<file path="src/sv/aip_pkg.sv">
`timescale 1ns / 1ps
// ----------------------------------------------------------------------------
// aip_pkg
// Types, parse phase codes, character codes and digit helpers for the
// ASCII integer parser.
// ----------------------------------------------------------------------------
package aip_pkg;

   localparam int unsigned VALUE_W = 64;
   localparam int unsigned RADIX_W = 6;
   localparam int unsigned DIGIT_W = 7;

   typedef logic [2:0]         phase_type;
   typedef logic [7:0]         char_type;
   typedef logic [RADIX_W-1:0] radix_type;
   typedef logic [DIGIT_W-1:0] digit_type;
   typedef logic [VALUE_W-1:0] value_type;

   // Parse phases.
   localparam phase_type PH_SPACE  = 3'd0;
   localparam phase_type PH_PLUS   = 3'd1;
   localparam phase_type PH_PREFIX = 3'd2;
   localparam phase_type PH_ZERO   = 3'd3;
   localparam phase_type PH_DIGITS = 3'd4;
   localparam phase_type PH_DONE   = 3'd5;

   localparam digit_type NOT_DIGIT = 7'd127;

   localparam radix_type RADIX_AUTO = 6'd0;
   localparam radix_type RADIX_BIN  = 6'd2;
   localparam radix_type RADIX_OCT  = 6'd8;
   localparam radix_type RADIX_DEC  = 6'd10;
   localparam radix_type RADIX_HEX  = 6'd16;

   localparam char_type CH_SPACE = 8'h20;
   localparam char_type CH_TAB   = 8'h09;
   localparam char_type CH_CR    = 8'h0D;
   localparam char_type CH_MINUS = 8'h2D;
   localparam char_type CH_PLUS  = 8'h2B;
   localparam char_type CH_ZERO  = 8'h30;
   localparam char_type CH_NINE  = 8'h39;
   localparam char_type CH_UP_A  = 8'h41;
   localparam char_type CH_UP_Z  = 8'h5A;
   localparam char_type CH_LO_A  = 8'h61;
   localparam char_type CH_LO_Z  = 8'h7A;
   localparam char_type CH_UP_X  = 8'h58;
   localparam char_type CH_LO_X  = 8'h78;
   localparam char_type CH_UP_B  = 8'h42;
   localparam char_type CH_LO_B  = 8'h62;

   // Digit value 0..35 of a character, or NOT_DIGIT.
   function automatic digit_type digit_of(input char_type c);
      char_type d;
      d = '0;
      if (c >= CH_ZERO && c <= CH_NINE) begin
         d = c - CH_ZERO;
      end else if (c >= CH_UP_A && c <= CH_UP_Z) begin
         d = c - CH_UP_A + 8'd10;
      end else if (c >= CH_LO_A && c <= CH_LO_Z) begin
         d = c - CH_LO_A + 8'd10;
      end else begin
         d = {1'b0, NOT_DIGIT};
      end
      return d[DIGIT_W-1:0];
   endfunction

   function automatic logic is_space(input char_type c);
      return (c == CH_SPACE) || (c >= CH_TAB && c <= CH_CR);
   endfunction

   // Accumulator times a 6-bit radix, modulo 2^64, as a sum of shifted copies.
   function automatic value_type mul_radix(input value_type acc, input radix_type r);
      value_type sum;
      sum = '0;
      for (int i = 0; i < RADIX_W; i++) begin
         if (r[i]) begin
            sum = sum + (acc << i);
         end
      end
      return sum;
   endfunction

endpackage

</file>
<file path="src/sv/ascii_integer_parser.sv">
`timescale 1ns / 1ps
// A result beat is offered once the last character has passed the input register
// and then the result register. Throughput: one character per cycle unless a
// last character waits on a full result register; the parse step is one
// multiply-add by the radix, between the input and parse state registers.
// Reset clears the parse state, the radix register (to auto-detect) and both
// the input and result valid flags.
// ----------------------------------------------------------------------------
// ascii_integer_parser
// Parses a length-delimited ASCII string, one byte per beat, into a signed
// 64-bit integer with optional whitespace, sign and radix prefix.
// ----------------------------------------------------------------------------
module ascii_integer_parser
   import aip_pkg::*;
(
   input  logic               clock,
   input  logic               reset,
   input  logic               req_valid,
   output logic               req_ready,
   input  logic [7:0]         req_character,
   input  logic               req_last_char,
   output logic               rsp_valid,
   input  logic               rsp_ready,
   output logic signed [63:0] rsp_value,
   input  logic               csr_wr_en,
   input  logic [5:0]         csr_wr_data
);

   radix_type csr_radix_ff;

   logic      in_valid_ff, in_valid_in;
   char_type  in_char_ff;
   logic      in_last_ff;

   phase_type phase_ff, phase_in;
   value_type acc_ff, acc_in;
   logic      neg_ff, neg_in;
   radix_type radix_ff, radix_in;

   logic      rsp_valid_ff, rsp_valid_in;
   value_type rsp_value_ff;

   logic      advance;
   logic      do_digit;
   radix_type dig_radix;
   digit_type digit;
   logic      autodetect;

   // The input register moves on unless it holds a last character that the
   // full result register cannot take.
   assign advance   = in_valid_ff && (!in_last_ff || !rsp_valid_ff || rsp_ready);
   assign req_ready = !in_valid_ff || advance;
   assign rsp_valid = rsp_valid_ff;
   assign rsp_value = rsp_value_ff;

   assign digit      = digit_of(in_char_ff);
   assign autodetect = (radix_ff == RADIX_AUTO);

   always_comb begin
      phase_in  = phase_ff;
      acc_in    = acc_ff;
      neg_in    = neg_ff;
      radix_in  = radix_ff;
      do_digit  = 1'b0;
      dig_radix = radix_ff;

      unique case (phase_ff) inside
         PH_SPACE, PH_PLUS, PH_PREFIX: begin
            if (phase_ff == PH_SPACE && is_space(in_char_ff)) begin
               phase_in = PH_SPACE;
            end else if (phase_ff == PH_SPACE && in_char_ff == CH_MINUS) begin
               neg_in   = 1'b1;
               phase_in = PH_PLUS;
            end else if (phase_ff != PH_PREFIX && in_char_ff == CH_PLUS) begin
               phase_in = PH_PREFIX;
            end else if (phase_ff == PH_PLUS && in_char_ff == CH_MINUS) begin
               phase_in = PH_DONE;
            end else begin
               // First character after any whitespace and sign samples the radix register.
               radix_in = csr_radix_ff;
               if ((csr_radix_ff == RADIX_AUTO || csr_radix_ff == RADIX_HEX) &&
                   in_char_ff == CH_ZERO) begin
                  phase_in = PH_ZERO;
               end else begin
                  dig_radix = (csr_radix_ff == RADIX_AUTO) ? RADIX_DEC : csr_radix_ff;
                  radix_in  = dig_radix;
                  do_digit  = 1'b1;
               end
            end
         end
         PH_ZERO: begin
            if (in_char_ff == CH_LO_X || in_char_ff == CH_UP_X) begin
               radix_in = RADIX_HEX;
               phase_in = PH_DIGITS;
            end else if (autodetect && (in_char_ff == CH_LO_B || in_char_ff == CH_UP_B)) begin
               radix_in = RADIX_BIN;
               phase_in = PH_DIGITS;
            end else begin
               dig_radix = autodetect ? RADIX_OCT : radix_ff;
               radix_in  = dig_radix;
               do_digit  = 1'b1;
            end
         end
         PH_DIGITS: begin
            do_digit = 1'b1;
         end
         default: begin
            phase_in = PH_DONE;
         end
      endcase

      if (do_digit) begin
         if (digit < {1'b0, dig_radix}) begin
            acc_in   = mul_radix(acc_ff, dig_radix) + {{(VALUE_W-DIGIT_W){1'b0}}, digit};
            phase_in = PH_DIGITS;
         end else begin
            phase_in = PH_DONE;
         end
      end
   end

   always_comb begin
      in_valid_in = in_valid_ff;
      if (req_ready) begin
         in_valid_in = req_valid;
      end
      rsp_valid_in = rsp_valid_ff && !rsp_ready;
      if (advance && in_last_ff) begin
         rsp_valid_in = 1'b1;
      end
   end

   always_ff @(posedge clock) begin
      if (reset) begin
         csr_radix_ff <= RADIX_AUTO;
         in_valid_ff  <= 1'b0;
         rsp_valid_ff <= 1'b0;
         phase_ff     <= PH_SPACE;
         acc_ff       <= '0;
         neg_ff       <= 1'b0;
         radix_ff     <= RADIX_AUTO;
      end else begin
         if (csr_wr_en) begin
            csr_radix_ff <= csr_wr_data;
         end
         in_valid_ff  <= in_valid_in;
         rsp_valid_ff <= rsp_valid_in;
         if (advance) begin
            if (in_last_ff) begin
               // End of string: the parse state returns to its reset values.
               phase_ff <= PH_SPACE;
               acc_ff   <= '0;
               neg_ff   <= 1'b0;
               radix_ff <= RADIX_AUTO;
            end else begin
               phase_ff <= phase_in;
               acc_ff   <= acc_in;
               neg_ff   <= neg_in;
               radix_ff <= radix_in;
            end
         end
      end
   end

   always_ff @(posedge clock) begin
      if (req_ready && req_valid) begin
         in_char_ff <= req_character;
         in_last_ff <= req_last_char;
      end
      if (advance && in_last_ff) begin
         rsp_value_ff <= neg_in ? (~acc_in + 64'd1) : acc_in;
      end
   end

   // A stalled input register can only be a last character behind a full result.
   assert property (@(posedge clock) disable iff (reset)
      !req_ready |-> (in_valid_ff && in_last_ff && rsp_valid_ff))
      else $error("input stalled without a pending result");

   // Once a string ends, the parse state is back at its start.
   assert property (@(posedge clock) disable iff (reset)
      (advance && in_last_ff) |=> (phase_ff == PH_SPACE && acc_ff == '0 && !neg_ff))
      else $error("parse state not cleared after last character");

   // A character that is not the last never raises a result.
   assert property (@(posedge clock) disable iff (reset)
      (!rsp_valid_ff && !(advance && in_last_ff)) |=> !rsp_valid_ff)
      else $error("result raised without a last character");

   // Digits are always accumulated under a nonzero radix.
   assert property (@(posedge clock) disable iff (reset)
      (phase_ff == PH_DIGITS) |-> (radix_ff != RADIX_AUTO))
      else $error("digit phase with no radix chosen");

   // A pending result holds until taken.
   assert property (@(posedge clock) disable iff (reset)
      (rsp_valid_ff && !rsp_ready) |=> (rsp_valid_ff && $stable(rsp_value_ff)))
      else $error("pending result changed before it was taken");

endmodule
</file>
<file path="config.mk">
export PLATFORM = sky130hd
export DESIGN_NAME = ascii_integer_parser
export DESIGN_NICKNAME = d
export VERILOG_FILES = /design/src/sv/aip_pkg.sv /design/src/sv/ascii_integer_parser.sv
export SDC_FILE = /design/constraint.sdc
export NUM_CORES = 1
export LEC_CHECK = 0
export ABC_AREA = 1
export BUFFER_PORTS_ARGS = -buffer_cell sky130_fd_sc_hd__buf_4
export CAP_MARGIN = 40
export CORE_AREA = 10 10 295 297
export DETAILED_ROUTE_END_ITERATION = 8
export DIE_AREA = 0 0 305 307
export PLACE_DENSITY = 0.58
export SYNTH_ARGS = -nofsm -noshare
export SYNTH_HDL_FRONTEND = slang
export SYNTH_SLANG_ARGS = --single-unit
</file>
<file path="constraint.sdc">
create_clock -name clock -period 16.75 [get_ports clock]
set_clock_uncertainty 0.1 [all_clocks]
set_input_delay 0 -clock clock [delete_from_list [all_inputs] [get_ports clock]]
set_output_delay 0 -clock clock [all_outputs]
set_load 0.05 [all_outputs]
</file>
==> results.json <==
{
  "internal_power_uw": 1196,
  "gp_congestion": 1.020,
  "rsz0062_at_grt": "false",
  "relSlewSlack": 0.3557,
  "antenna_found_initial": 3,
  "syn2layout_area_growth_pct": 8.112,
  "syn_nets": 7001,
  "crit_type": "flop to flop",
  "syn_area_per_cell_um2": 5.445,
  "wl_per_cell_um": 19.25,
  "core_um2": 81320,
  "layout_commonest_cell": "nand2_1",
  "drive_gt1_frac": 0.06511,
  "synth-async-reset-ratio": 0,
  "cp-start-kind": "flop",
  "setup-violations-final": 0,
  "cap_viol_max_count": 0,
  "cp.arrival_ns": 15.41,
  "status": "finished, final reports clean",
  "cp.required_ns": 16.87,
  "cpPeakStageDelay_ns": 0.46,
  "hold_violations": 0,
  "die_w_um": 305,
  "holdWs_ns": 0.1561,
  "end_kind": "flop",
  "drt-total-wl_um": 150400,
  "ys_ff_latch": 155,
  "grt_pass1_vias": 39450,
  "syn_area_um2": 36230,
  "clkPwrFrac": 0.145,
  "track_usage": 0.3083,
  "clock_path_buffers": 2,
  "worst_hold_path_type": "input port to flop",
  "cts_made_buffers": 17,
  "netSwitchingPower_uw": 1543,
  "hpwl_um": 126700,
  "timing.fmax_mhz": 65.42,
  "fin_tns_setup_ns": 0,
  "power_leakage_uw": 0.02160,
  "power_frac_seq": 0.155,
  "p_per_area_nw_per_um2": 69.90,
  "grt_pass1_wl_um": 227800,
  "final_cell_mix": "nand2_1, inv_1, nor2_1, a21oi_1, nand3_1",
  "firstDrtPassIters": 6,
  "period_needed_ns": 15.29,
  "cp_common_cell": "nand2_1",
  "clock_sinks": 155,
  "drcViolationCount": 0,
  "synth_ff_type": "dfxtp_1",
  "cts_max_level": 4,
  "grt-ovfl-total": 0,
  "cts_tree": "built",
  "worstPathMaxFanout": 15,
  "worstSkewPairLatency_ns": 0.47,
  "ys_warn_count": 0,
  "start_util": 0.4456,
  "route.vias.total": 42550,
  "pwr-share-comb": 0.700,
  "clkTransAtPathRegs_ns": 0.07,
  "grt_max_degree": 76,
  "drt_iter0_drc": 4193,
  "slew_viol_final": 0,
  "vdd_drop_max_uv": 65.52,
  "switching_share": 0.5634,
  "dieHeight_um": 307,
  "io_pins": 86,
  "rows": 105,
  "fp.dieArea_um2": 93640,
  "cts_root_buffer": "clkbuf_16",
  "period_share": 0.9127,
  "synth_cell_type_count": 74,
  "drt-vias-per-instance": 5.445,
  "synth_edf_count": 73,
  "yosysSeqAreaShare": 0.1058,
  "nets": 7076,
  "synthCells": 6654,
  "tightest_slew_ns": 0.9665,
  "fillerInstances": 9005,
  "detail-route-antenna-nets": 0,
  "slowest_stage": "edfxtp_1",
  "io_buffers": 85
}
==> metrics by stage <==
step	total power, uW	instances	instance area, um2	util	setup slack [ns]
2_1_floorplan	1831	6654	36230	-	3.934
3_3_place_gp	2285	7737	38110	0.4687	1.348
3_5_place_dp	2294	7748	38280	0.4707	1.457
4_1_cts	2704	7812	39170	0.4816	1.395
5_1_grt	2981	7812	39170	0.4817	0.05484
6_report	2738	7813	39170	0.4817	1.463
==> cells in the mapped netlist (all sizes together) (18+ instances only) <==
| cell type | instances | share of area |
|---|---|---|
| o21ai | 279 | 0.039 |
| xor2 | 146 | 0.035 |
| xnor2 | 127 | 0.031 |
| a31oi | 89 | 0.015 |
| o21bai | 24 | 0.0053 |
| ha | 321 | 0.11 |
| nand2 | 2284 | 0.24 |
| inv | 1114 | 0.12 |
| buf | 68 | 0.010 |
| nand3b | 30 | 0.0062 |
| a21o | 22 | 0.0046 |
| nand3 | 349 | 0.051 |
| a21oi | 521 | 0.073 |
| a21boi | 25 | 0.0056 |
| nor3 | 39 | 0.0057 |
| o211ai | 24 | 0.0051 |
| nand4 | 74 | 0.013 |
| clkbuf | 62 | 0.0064 |
| dfxtp | 82 | 0.045 |
| nor4 | 18 | 0.0031 |
| o21a | 19 | 0.0039 |
| edfxtp | 73 | 0.060 |
| nor2 | 754 | 0.086 |
==> timing repair <==
action | 4_1_cts | 5_1_grt
hold buffers | 32 | 0
endpoints found under the hold margin | 27 | 0
gates resized for setup | 0 | 2
setup endpoints to repair | 0 | 8
setup buffers | 0 | 0
==> power by group through the flow <==
stage	Sequential, uW	Combinational (uW)	Clock, uW
global placement	432	1850	0
detailed placement	432	1860	0
global route	425	2140	414
CTS	423	1880	404
floorplan	449	1380	0
finish	424	1920	397
==> worst paths after layout <==
| check | start | endpoint | slack, ns | cells past startpoint |
|---|---|---|---|---|
| max | in_char_ff[0]$_DFFE_PP_ | rsp_value[61]$_DFFE_PP_ | 1.46 | 88 |
| min | req_character[4] | in_char_ff[4]$_DFFE_PP_ | 0.16 | 2 |
| max reg2reg | in_char_ff[0]$_DFFE_PP_ | rsp_value[61]$_DFFE_PP_ | 1.46 | 88 |
| min reg2reg | radix_ff[5]$_SDFFE_PP0P_ | radix_ff[5]$_SDFFE_PP0P_ | 0.37 | 2 |
==> final cells by class <==
cell class / instances / area [um2] / area share
diodes: 1 / 2.502 / 0.00006388
clock buffers: 19 / 432.9 / 0.01105
clock inverters: 13 / 131.4 / 0.003354
inverters: 1123 / 4219 / 0.1077
multi-input cells: 5246 / 27650 / 0.7059
flip-flops and latches: 155 / 3834 / 0.09787
well taps: 1070 / 1339 / 0.03418
repair buffers: 186 / 1562 / 0.03986
==> worst max-delay path: cells and delay by family (launching register included) <==
family | cells | cell delay (ns)
compound gates | 27 | 6.09
fa+ha+maj | 7 | 2.16
simple gates | 39 | 4.53
flops | 1 | 0.46
buf+inv | 11 | 0.93
xor+xnor | 4 | 0.77
==> routing by layer <==
layer | up-vias | wire [um] | track usage
met1 | 19170 | 68770 | 0.4317
met2 | 1746 | 62720 | 0.4731
li1 | 21380 | - | -
met5 | - | 0 | 0
met4 | 0 | 6989 | 0.1350
met3 | 250 | 11910 | 0.03057
==> logic make-up (layout without fill, tap and decap cells) <==
group,Yosys count,after routing,share of synthesized area
flops,155,155,0.1058
fa+ha+maj,327,327,0.1142
simple gates,3576,3576,0.4141
xor+xnor,273,273,0.06599
other cells,0,1,0
compound gates,1070,1070,0.1670
buf+inv,1253,1341,0.1329
==> state kept, by name (all words and copies together) (netlist names) <==
signal	count
rsp_valid	1
rsp_value	64
neg_ff	1
phase_ff	3
in_last_ff	1
radix_ff	6
csr_radix_ff	6
acc_ff	64
in_char_ff	8
in_valid_ff	1
No activity file was read; power rests on OpenSTA's default activity.
